==> src/hdl/prrcq_ram.sv <==
// Generic simple dual-port RAM, one write and one registered read port.
// No dependencies.
module prrcq_ram #(
    parameter int WIDTH = 8,
    parameter int DEPTH = 16
) (
    input  logic                     clk,
    input  logic                     we,
    input  logic [$clog2(DEPTH)-1:0] waddr,
    input  logic [WIDTH-1:0]         wdata,
    input  logic [$clog2(DEPTH)-1:0] raddr,
    output logic [WIDTH-1:0]         rdata
);

    logic [WIDTH-1:0] mem [DEPTH];

    always_ff @(posedge clk)
    begin
        if (we)
        begin
            mem[waddr] <= wdata;
        end
        rdata <= mem[raddr];
    end

endmodule

==> config.mk <==
export PLATFORM = sky130hd
export DESIGN_NAME = prrcq_ram
export DESIGN_NICKNAME = d
export VERILOG_FILES = /design/src/hdl/prrcq_ram.sv
export SDC_FILE = /design/constraint.sdc
export NUM_CORES = 1
export LEC_CHECK = 0
export BUFFER_PORTS_ARGS = -buffer_cell sky130_fd_sc_hd__buf_2
export CAP_MARGIN = 20
export CORE_UTILIZATION = 46
export DETAILED_ROUTE_END_ITERATION = 7
export GPL_TIMING_DRIVEN = 0
export PLACE_DENSITY = 0.74
export REMOVE_ABC_BUFFERS = 1
export SLEW_MARGIN = 25
export SYNTH_ARGS = -nofsm -noshare
export SYNTH_HDL_FRONTEND = slang
export SYNTH_SLANG_ARGS = --single-unit
==> constraint.sdc <==
create_clock -name clk -period 1.8 [get_ports clk]
set_clock_uncertainty 0.15 [all_clocks]
set_input_delay 0.09 -clock clk [delete_from_list [all_inputs] [get_ports clk]]
set_output_delay 0.09 -clock clk [all_outputs]
set_load 0.02 [all_outputs]
==> results, run 1 <==
- The flow ran to the end, and the final reports show no timing, DRC or antenna violations.
- The required arrival time at the worst endpoint is 1.79 ns.
- In this run the tightest slew margin relative to its limit is 36.9%.
- At the end of the flow, the number of nets in the layout was between 200 and 300.
- Sequential cells were found to cover 77.8% of the synthesized design area.
- The average instance in the mapped netlist occupies approximately 22 um2.
- In this run the tool buffered the top-level ports with 25 buffer cells.
- The clock network latency to the later pin of the worst-skew pair is ~0.52 ns.
- Global routing used 18.3% of the available tracks.
- The adder-cell share of the synthesized area is 0%.
- Setup repair after global routing left no endpoint under its margin.
- For this block, the initial DRC count from the detailed router was around 180.
- The combinational family with the most area after synthesis is multiplexers.
- The die covers 11600 um2.
- The total number of vias is between 2k and 2.5k.
- STA classifies the critical path endpoint as a register.
- The synthesized-area fraction occupied by ao, oa, aoi and oai cells is under 10%.
- The sequential cells in the finished layout cover a total of 4000 um2.
- The Yosys step of the flow raised 0 warnings.
- Timing would allow up to ~570 MHz.
- The setup TNS is 0 ns.
- The clock transition time at the flip-flop clock pins of the worst setup and hold paths is 0.06 ns.
- The clock net sink count is 136.
- The startpoint-to-endpoint class of the critical path is input pin to register.
- The post-synthesis to final-layout area growth is 19.5%.
- The post-CTS repair timing setup buffer count is 0.
- Measured along the y axis, the die boundary spans 108 um.
- The first global-routing pass estimated 14400 um of wire.
- The residual antenna-violating net count after detailed routing is 0.
- Entering global routing, the biggest net connects 33 pins.
- The number of hold-slack violations in the final timing report is 0.
- Of all cell types, the one taking the most synthesized area is edfxtp_1.
- Once detailed placement completed, the half-perimeter wirelength came to 5400 um.
- The hold-fix buffer count after cts is 12.
- The startpoint class of the critical path is an input pin.
- The data arrival time of the worst path is 1.74 ns.
- The worst path uses a little over nine tenths of the clock period.
- The tool flagged a number of max-cap violations equal to 0.
- Of the post-synthesis cell area, the dominant cell type holds 74.7%.
- The number of global-route vias before repair is roughly 2.5k.
- Along the worst path, the maximum fanout reaches 8.
- The effective utilization at floorplan is 47.3%.
- The post-route DRC violation count is 0.
- The final max-slew violation count is 0.
- The total standard cell area after synthesis is 5150 um2.
- Cells with a size suffix above 1 make up 28.3% of the layout.
- Setup violations remaining at the end of the flow were counted as 0.
- The placeable core area is 10900 um2.
- Counting the fill cells in the layout gives 803.
- At the pin with the least slew margin, the transition time is roughly 0.94 ns.
- The number of antenna diodes in the final layout is 0.
- The worst hold path belongs to the class input pin to register.
- The fraction of synthesized cell area in xor and xnor cells is 0%.
- The worst vdd rail ir drop is 0.766 mV.
- The standard-cell row count is 38.
- After synthesis, the share of cell area in mux cells is ~15%.
- The number of placed I/O pins is 26.
- The synthesized netlist contains 19 unique library cells.
- The clock passes through at most 2 buffers.
- The pre-antenna-repair detailed-routing pass consisted of 4 iterations.
- Routability-driven placement finished with a final weighted congestion of 0.703.
- The synthesized netlist devotes 3.18% of its cell area to simple gates.
- Dividing total power by cell area gives a power density of 1230 nW/um2.
- The area of combinational cells with multiple inputs is 1080 um2.
- The clock tree synthesis step divided the H-tree into 4 levels.
- The width of the die is 108 um.
- In the post-synthesis netlist, the biggest area contributors are edfxtp_1 (75%), mux4_2 (7.9%), mux4_1 (7.1%).
- The clock period minus final worst setup slack is 1.75 ns.
- The total overflow left after global routing is 0.
- For this design the static power due to leakage is 2.07 nW.
- Dividing the detail-routed wire length by the instance count gives 22.3 um.
- The clock tree from TritonCTS is done.
- The synthesized design contains 136 register bits.
- Clock tree synthesis selected as its root buffer the cell clkbuf_8.
- Using the TritonRoute via totals, the vias-per-cell ratio works out to ~5.7.
- The gate count after technology mapping is 229.
- In this run, CTS created clock tree buffers numbering 17.
- The number of cells upsized or downsized after cts is 0.
- The worst slack on hold paths is 0.0244 ns.
- For this block, the routed nets add up to 9570 um of wire.
- The number of antenna violations at the first check in global routing is 0.
## power by group
group / switching [mW] / internal, mW
Clock: 1.32 / 2.34
Combinational: 0.207 / 0.143
Sequential: 0.0176 / 3.54
## flip-flops by register name (all words and copies together), names as in the netlist
register and flops:
rdata 8, mem 128
## layer usage
| metal | vias to the layer above | wire (um) | track usage (%) |
|---|---|---|---|
| met4 | 0 | 178 | 8.81 |
| met5 | - | 0 | 0 |
| met3 | 18 | 701 | 4.66 |
| met2 | 91 | 4760 | 28.7 |
| met1 | 1270 | 3940 | 23.8 |
| li1 | 1071 | - | - |
## stage by stage
| stage | instance area [um2] | utilization, % | setup slack (ns) | total power, mW | std cells |
|---|---|---|---|---|---|
| 2_1_floorplan | 5060 | - | 0.0671 | 3.79 | 219 |
| 3_3_place_gp | 5360 | 49.2 | -0.525 | 3.94 | 384 |
| 3_5_place_dp | 5400 | 49.6 | -0.219 | 3.96 | 386 |
| 4_1_cts | 6150 | 56.5 | 0.0529 | 7.60 | 430 |
| 5_1_grt | 6150 | 56.5 | 0.0204 | 7.76 | 430 |
| 6_report | 6150 | 56.5 | 0.0497 | 7.57 | 430 |
## cells by family after synthesis
| logic type | after synthesis |
|---|---|
| muxes | 32 |
| and+or+nand+nor | 35 |
| AOI/OAI and AO/OA | 16 |
| DFF | 136 |
| buffers and inverters | 10 |
## cell usage in the layout, fill, tap and decap left out
cell type and n:
clkinv_4 1, mux4_1 14, and2_1 1, nand2b_1 2, clkinvlp_4 1, clkbuf_8 3
clkbuf_16 16, nor3_2 4, inv_6 5, buf_4 3, nand3b_1 2, mux4_2 18
clkinv_2 2, bufinv_16 4, nor2b_1 1, edfxtp_1 128, nor2_1 13, dfxtp_1 8
nand2_1 9, buf_2 24, a22oi_1 16, nand3_1 1, or3b_2 1, dlygate4sd3_1 12
and2b_1 1
## path summary, 6_finish.rpt
path | from | endpoint | slack, ns | depth (start not counted)
worst max-delay path | waddr[0] | mem[2][1]$_DFFE_PP_ | 0.05 | 4
worst min-delay path | raddr[2] | rdata[1]$_DFF_P_ | 0.02 | 4
worst max register to register | mem[1][2]$_DFFE_PP_ | rdata[2]$_DFF_P_ | 0.22 | 3
worst min register to register | mem[12][1]$_DFFE_PP_ | rdata[1]$_DFF_P_ | 0.52 | 3
## area by class of cell
class	instances	area share (%)
clock buffers	19	7.18
clock inverters	13	3.09
multi-input cells	83	17.5
flip-flops and latches	136	65.1
well taps	140	2.85
repair buffers	39	4.27
## synthesized netlist by cell type
cell,count
and2_1,1
dfxtp_1,8
buf_4,1
mux4_1,14
nor2_1,13
nor3_1,4
mux4_2,18
nand3_1,1
edfxtp_1,128
a22oi_1,16
nand2b_1,2
nand2_1,9
or3b_2,1
buf_6,3
clkdlybuf4s25_2,3
and2b_1,1
nor2b_1,1
buf_2,3
nand3b_1,2
## worst max-delay path, cell delays in order
cell and delay (ns):
dlygate4sd3_1 0.52, buf_2 0.17, nand2b_1 0.20, nor2_1 0.75
Note: power is estimated with default switching activity, not from simulation.
==> run 2, diff against run 1 <==
Settings changed: ABC_AREA set to 1, CTS_CLUSTER_DIAMETER set to 50, HOLD_SLACK_MARGIN set to 0.03.
==> run 2 against run 1 <==
  * Non-clock buffer count down 5
  * Hold slack better by 0.057 ns
  * Total power up 5.7%
  * Area after synthesis up 12%
  * Global-route usage up 2.4 points
  * Wire length up 31%
  * Combinational power up 28%
  * First-iteration DRC count up 140%
  * Largest power group unchanged
  * Highest routed layer unchanged
==> results, run 2 <==
- The post-CTS repair timing setup buffer count is 0 (unchanged).
- The final number of setup-violating endpoints is 0 (unchanged).
- The total standard cell area after synthesis was 5770 um2 (+12%).
- STA classifies the critical path startpoint as an input pin.
- The pre-CTS setup slack is -0.422 ns (-0.203 ns).
- The average wire per standard cell is 16.4 um (-26%).
- edfxtp_1 takes more of the synthesized area than any other cell.
- The clock period minus final worst setup slack was 1.64 ns (-0.114 ns).
- STA classifies the critical path endpoint as a register.
- The top fanout value on the critical path is 65 (+57).
- The width of the die is 114 um (+5.7%).
- The maximum single-stage delay on the critical path was 0.53 ns (-0.22 ns).
- The slowest cell on the critical path is buf_4.
- The average cell area after synthesis is 10.5 um2 (-53%).
- The worst relative slew slack was 42.2% (+5.3 points).
- The required arrival time at the worst endpoint is 1.96 ns (+0.17 ns).
- The effective utilization at floorplan is 47.6% (+0.34 points).
- In the layout the commonest cells are nand2_1 (173), edfxtp_1 (128), inv_1 (100).
- The post-route DRC violation count is 0 (unchanged).
- The count of state elements after synthesis is 136 (unchanged).
- The path class of the tightest hold or removal check is input pin to register.
- The critical path goes through buf_4 -> inv_4 -> nand2_1 -> nand2_1 -> nand2_1 -> nand3_1 -> nand3_1 -> nand2_1.
- The cell count along the critical path was 8 (+4).
- Compared with the post-synthesis result, the final layout area differs by 16.4%.
- The final global-route overflow total was 0 (unchanged).
- The number of hold-slack violations in the final timing report is 0 (unchanged).
- The placed wire-length estimate was 7100 um (+31%).
- The run finished with clean final reports.
- The number of global-route vias before repair is 3631 (+46%).
- The violation count after the first detailed-route iteration is 417 (+140%).
- The power per cell area is 1190 nW/um2 (-3.2%).
- The number of antenna cells inserted is 0 (unchanged).
- The instance count along the most critical hold path is 4 (unchanged).
- The maximum clock frequency came to 611 MHz (+7.0%).
- The final max-slew violation count came to 0 (unchanged).
- The total power of the final layout is 8.00 mW (+5.7%).
- Ranked by flip-flop count, first place goes to mem.
- The most frequent cell after synthesis is nand2_1.
- The number of warnings printed during yosys synthesis is 0 (unchanged).
- The most frequent standard cell in the layout excluding fill and tap cells is nand2_1.
- The height of the die was 114 um (+5.7%).
- The maximum buffer depth of the clock tree is 2 (unchanged).
- The clock net sink count is 136 (unchanged).
- The final net count is 598 (+100%).
- The dominant cell type by count on the critical path is nand2_1.
- The residual antenna-violating net count after detailed routing is 0 (unchanged).
- The gate count after technology mapping is 551 (+140%).
- The area share of the leading cell type in the synthesized netlist is 66.7% (-8.0 points).
- The category of cells accounting for the largest share of critical-path delay is buffers and inverters.
- The number of search-and-repair iterations in the first detailed-routing pass came to 5 (+1).
- The share of flip-flops with an asynchronous set or reset after synthesis is 0% (unchanged).
- The total routing resource utilization after global routing is 20.7% (+2.4 points).
- The number of levels the H-tree was split into is 4 (unchanged).
- The number of enable-type register cells in the synthesized netlist was 128 (unchanged).
- The number of placed I/O pins came to 26 (unchanged).
- The fraction of the cycle the final worst path needs is 90.9% (-6.3 points).
- Setup repair after global routing left no endpoint under its margin.
- The largest registers in the layout are mem: 128 flops, rdata: 8 flops.
- The total number of vias is 3913 (+60%).
- The aggregate routed wire length is 12500 um (+31%).
- The number of distinct library cells after synthesis is 12 (-7).
- The clock buffer count from CTS is 17 (unchanged).
- The number of antenna violations at the first check in global routing is 0 (unchanged).
- The clock network latency to the later pin of the worst-skew pair is 0.42 ns (-0.10 ns).
- The register area share after synthesis is 69.4% (-8.4 points).
- The least setup slack across all paths after layout is 0.164 ns (+0.114 ns).
- The buffer cell driving the clock tree root is clkbuf_16.
- The wire length of the first global-routing pass is 19400 um (+34%).
- The ratio of routed vias to standard cells is 5.14 (-9.8%).
- The cell count of the worst reg-to-reg path was 6 (+3).
- The standard-cell row count came to 40 (+5.3%).
- The data arrival time of the worst path is 1.80 ns (+0.06 ns).
- The placeable core area is 12100 um2 (+11%).
- The flip-flop count of the largest register, all copies and words added was 128 (unchanged).
- The number of buffer and inverter instances along the worst setup path is 2 (unchanged).
- The clock tree from TritonCTS is done.
- The area of the die was 13000 um2 (+12%).
- The share of post-route cells with drive strength above 1 is 9.44% (-19 points).
- The leakage power came to 2.87 nW (+39%).
- The largest net degree at the start of global routing is 66 (+100%).
- Ranked by instance count, the synthesized netlist is headed by nand2_1 (173), edfxtp_1 (128), inv_1 (100).
- Among all flip-flop cells after synthesis, the most frequent one is edfxtp_1.
- The worst slack on hold paths is 0.0815 ns (+0.0572 ns).
- The pin slew with the least headroom to its limit was 0.864 ns (-0.0797 ns).
- In the post-synthesis netlist, the biggest area contributors are edfxtp_1 (67%), nand2_1 (11%), nand3_1 (8.4%).
- The count of port buffers added during placement is 25 (unchanged).
- The number of max-cap violations was 0 (unchanged).
- The startpoint-to-endpoint class of the critical path is input pin to register.
- The global placement routability congestion is 0.811 (+15%).
- The clock transition time at the flip-flop clock pins of the worst setup and hold paths is 0.06 ns (about the same).
- The worst vdd rail ir drop is 0.624 mV (-19%).
==> run 2: layout make-up <==
| class | count | area, um2 |
|---|---|---|
| fill | 1020 | 5400 |
| sequential | 136 | 4000 |
| clock buffer | 19 | 433 |
| timing repair buffer | 34 | 218 |
| tap | 168 | 210 |
| multi-input combinational | 289 | 1210 |
| inverter | 102 | 385 |
| clock inverter | 13 | 250 |
==> run 2: timing repair <==
action / in CTS / in global routing
setup endpoints to repair: 1 / 0
hold endpoints to repair: 136 / 0
gates resized for setup: 1 / 0
hold buffers: 9 / 0
==> run 2: metal layers <==
layer  share of wire, %  wire (um)  track usage [%]
met5                  0          0                0
met4                3.2        405             10.2
met3                6.7        837             4.84
met2                 51       6330             34.1
met1                 39       4930             25.6
==> run 2: tightest hold or removal path, delay by kind of cell <==
kind | cells | cell delay (ns)
buf+inv | 1 | 0.24
simple gates | 3 | 0.28
==> run 2: where the power goes <==
group	total, mW	switching (mW)	internal (mW)
sequential	3.56	0.0186	3.54
combinational	0.448	0.325	0.123
clock	3.99	1.26	2.73
==> run 2: cell families (layout without fill, tap and decap cells) <==
family                 after synthesis  in the layout  share of synthesized area (%)
AND/OR/NAND/NOR                    289            289                           21.0
flip-flops                         136            136                           69.4
buffers and inverters              126            168                           9.52
==> run 2: through the flow <==
stage	cell area [um2]	std cells	utilization, %	TNS [ns]
floorplan	5600	527	-	0
global placement	5940	720	49.0	-7.42
detailed placement	5940	720	49.0	-3.29
CTS	6710	761	55.4	0
global route	6710	761	55.4	0
finish	6710	761	55.4	0
==> run 2: path summary, 6_finish.rpt <==
kind                       startpoint                to  slack [ns]
setup / recovery             raddr[0]  rdata[0]$_DFF_P_        0.16
hold / removal               raddr[2]  rdata[3]$_DFF_P_        0.08
setup reg to reg  mem[1][0]$_DFFE_PP_  rdata[0]$_DFF_P_        0.59
hold reg to reg   mem[6][2]$_DFFE_PP_  rdata[2]$_DFF_P_        0.55
==> run 3, diff against run 2 <==
Settings changed: CORE_ASPECT_RATIO set to 0.9, SLEW_MARGIN 25 to 20.
==> run 3 against run 2 <==
  * Maximum frequency down 2.0%
  * Sequential share of layout area increased by 0.53 points
  * Count of clock-buffer cells in the layout decreased by 1
  * Die area is essentially flat
  * Critical path depth shrank 2
  * Wire length shrank 5.4%
  * Combinational power decreased by 4%
  * Total power fell by 3.9%
  * Via count fell by 3.9%
  * Sequential power is essentially flat
  * Critical endpoint is now rdata[4]$_DFF_P_
  * Highest routed layer unchanged
==> results, run 3 (same netlist as run 2, synthesis figures left out) <==
- The run finished with clean final reports.
- The area growth from synthesis to layout is 15.4%.
- The largest net degree at the start of global routing is 66 (unchanged).
- The count of port buffers added during placement came to 25 (unchanged).
- The placeable core area is 12100 um2 (+0.10%).
- The number of placed I/O pins was 26 (unchanged).
- The internal power consumption came to 6.10 mW (-4.5%).
- The pin slew with the least headroom to its limit is 0.953 ns (+0.0887 ns).
- The clock network power share is 48.1% (-1.8 points).
- The pre-CTS setup slack is -0.410 ns (+0.0117 ns).
- The fraction of the cycle the final worst path needs is 92.8% (+1.9 points).
- The data arrival time of the worst path came to 1.83 ns (+0.03 ns).
- The final number of setup-violating endpoints is 0 (unchanged).
- The switching power summed over all nets is 1.58 mW (-1.3%).
- The final max-slew violation count is 0 (unchanged).
- The buffer cell driving the clock tree root is clkbuf_16.
- The total routing resource utilization after global routing is 20.2% (-0.50 points).
- The total number of vias came to 3762 (-3.9%).
- The library cell used most frequently in the layout, excluding fill and tap cells, is nand2_1.
- The area of the die is 13000 um2 (about the same).
- The post-CTS repair timing setup buffer count was 0 (unchanged).
- The fraction of power consumed by combinational cells is 5.6% (about the same).
- The residual antenna-violating net count after detailed routing came to 0 (unchanged).
- The global placement routability congestion is 0.779 (-4.0%).
- The maximum buffer depth of the clock tree is 2 (unchanged).
- The aggregate routed wire length is 11800 um (-5.4%).
- The number of antenna violations at the first check in global routing is 0 (unchanged).
- The path class of the tightest hold or removal check is input pin to register.
- The share of post-route cells with drive strength above 1 is 9.44% (unchanged).
- The least setup slack across all paths after layout is 0.130 ns (-0.0342 ns).
- The number of max-cap violations is 0 (unchanged).
- The final global-route overflow total was 0 (unchanged).
- The worst setup path is launched from an input pin.
- The flip-flop count of the largest register, all copies and words added was 128 (unchanged).
- The worst relative slew slack is 36.3% (-5.9 points).
- The number of search-and-repair iterations in the first detailed-routing pass is 5 (unchanged).
- The fill cell total of the finished layout is 1019 (-0.098%).
- The effective utilization at floorplan is 47.6% (-0.049 points).
- The number of hold-slack violations in the final timing report is 0 (unchanged).
- The top fanout value on the critical path is 33 (-49%).
- The leakage power is 2.86 nW (-0.56%).
- The clock buffer count from CTS is 17 (unchanged).
- The height of the die is 108 um (-5.0%).
- The top register by number of flip-flops is mem.
- The average wire per standard cell is 15.7 um (-4.3%).
- The worst vdd rail ir drop is 1.20 mV (+92%).
- The wire length of the first global-routing pass is 18900 um (-2.3%).
- The width of the die is 120 um (+5.3%).
- The required arrival time at the worst endpoint is 1.96 ns (about the same).
- STA classifies the critical path endpoint as a register.
- The final net count came to 598 (unchanged).
- The standard-cell row count is 38 (-5.0%).
- The power per cell area came to 1150 nW/um2 (-3.0%).
- The clock network latency to the later pin of the worst-skew pair is 0.42 ns (about the same).
- The top cell types in the final layout, fill and taps aside, are nand2_1 (173), edfxtp_1 (128), inv_1 (100).
- The number of global-route vias before repair is 3678 (+1.3%).
- The setup TNS came to 0 ns (unchanged).
- The switching part of the total power is 20.6% (+0.53 points).
- The post-route DRC violation count was 0 (unchanged).
- The clock period minus final worst setup slack is 1.67 ns (+0.0342 ns).
- The sequential group share of total power was 46.3% (+1.8 points).
- The number of levels the H-tree was split into is 4 (unchanged).
- The largest registers in the layout are mem: 128 flops, rdata: 8 flops.
- Setup repair after global routing left no endpoint under its margin.
- The clock transition time at the flip-flop clock pins of the worst setup and hold paths was 0.06 ns (about the same).
- The clock tree from TritonCTS is done.
- The ratio of routed vias to standard cells was 5.00 (-2.8%).
- The number of antenna cells inserted is 0 (unchanged).
- The clock net sink count is 136 (unchanged).
- The cell total after placement is 712 (-1.1%).
- By startpoint and endpoint, the worst setup path is classified as input pin to register.
- The placed wire-length estimate is 6760 um (-4.8%).
- The end-of-flow core utilization came to 54.9% (-0.54 points).
- The post-layout instance count excluding filler cells came to 753 (-1.1%).
- The maximum clock frequency is 599 MHz (-2.0%).
- The violation count after the first detailed-route iteration came to 312 (-25%).
[run 3: cell count changes in the layout (fill, tap and decap cells not counted), sizes merged]
cell	delta
clkinv	+4
clkinvlp	-1
clkbuf	-1
bufinv	-2
[run 3: cell type report]
type,count,area [um2],share of cell area (%)
Multi-Input combinational cell,289,1210,18.2
Clock buffer,18,429,6.45
Sequential cell,136,4000,60.2
Inverter,102,385,5.79
Timing Repair Buffer,34,218,3.27
Tap cell,160,200,3.01
Clock inverter,14,205,3.08
[run 3: final timing paths]
check,depth (start not counted),slack [ns],end,start
worst max-delay path,6,0.13,rdata[4]$_DFF_P_,raddr[1]
worst min-delay path,4,0.08,rdata[4]$_DFF_P_,raddr[2]
worst max register to register,6,0.59,rdata[1]$_DFF_P_,mem[7][1]$_DFFE_PP_
worst min register to register,6,0.50,rdata[3]$_DFF_P_,mem[10][3]$_DFFE_PP_
[run 3: worst max-delay path, cell delays in order]
cell     delay, ns
buf_2         0.61
inv_2         0.52
nand3_1       0.23
nand3_1       0.12
nand3_1       0.16
nand2_1       0.07
[run 3: layer usage]
metal  wire length (um)  global-route usage (%)  vias to the layer above
li1                   -                       -                     1833
met2               5650                    32.1                      121
met3                738                    5.54                       15
met5                  0                       0                        -
met4                199                    9.55                        0
met1               5240                    25.7                     1793
[run 3: repair_timing]
item                       4_1_cts  5_1_grt
gates resized for setup          0        1
hold buffers                     9        0
hold endpoints to repair       136        0
setup endpoints to repair        0        8
[run 3: power by group through the flow]
stage          registers [mW]  logic, mW  clock network (mW)
2_1_floorplan            3.65      0.191                   0
3_3_place_gp             3.62      0.401                   0
3_5_place_dp             3.62      0.411                   0
4_1_cts                  3.56      0.430                3.74
5_1_grt                  3.56      0.478                3.87
6_report                 3.56      0.429                3.70
[run 3: per-stage QoR]
step	area, um2	power, mW	hold slack, ns
floorplan	5600	3.84	0.0389
global placement	5930	4.02	0.326
detailed placement	5930	4.04	0.332
CTS	6650	7.73	0.0630
global route	6660	7.91	0.111
finish	6660	7.69	0.0787
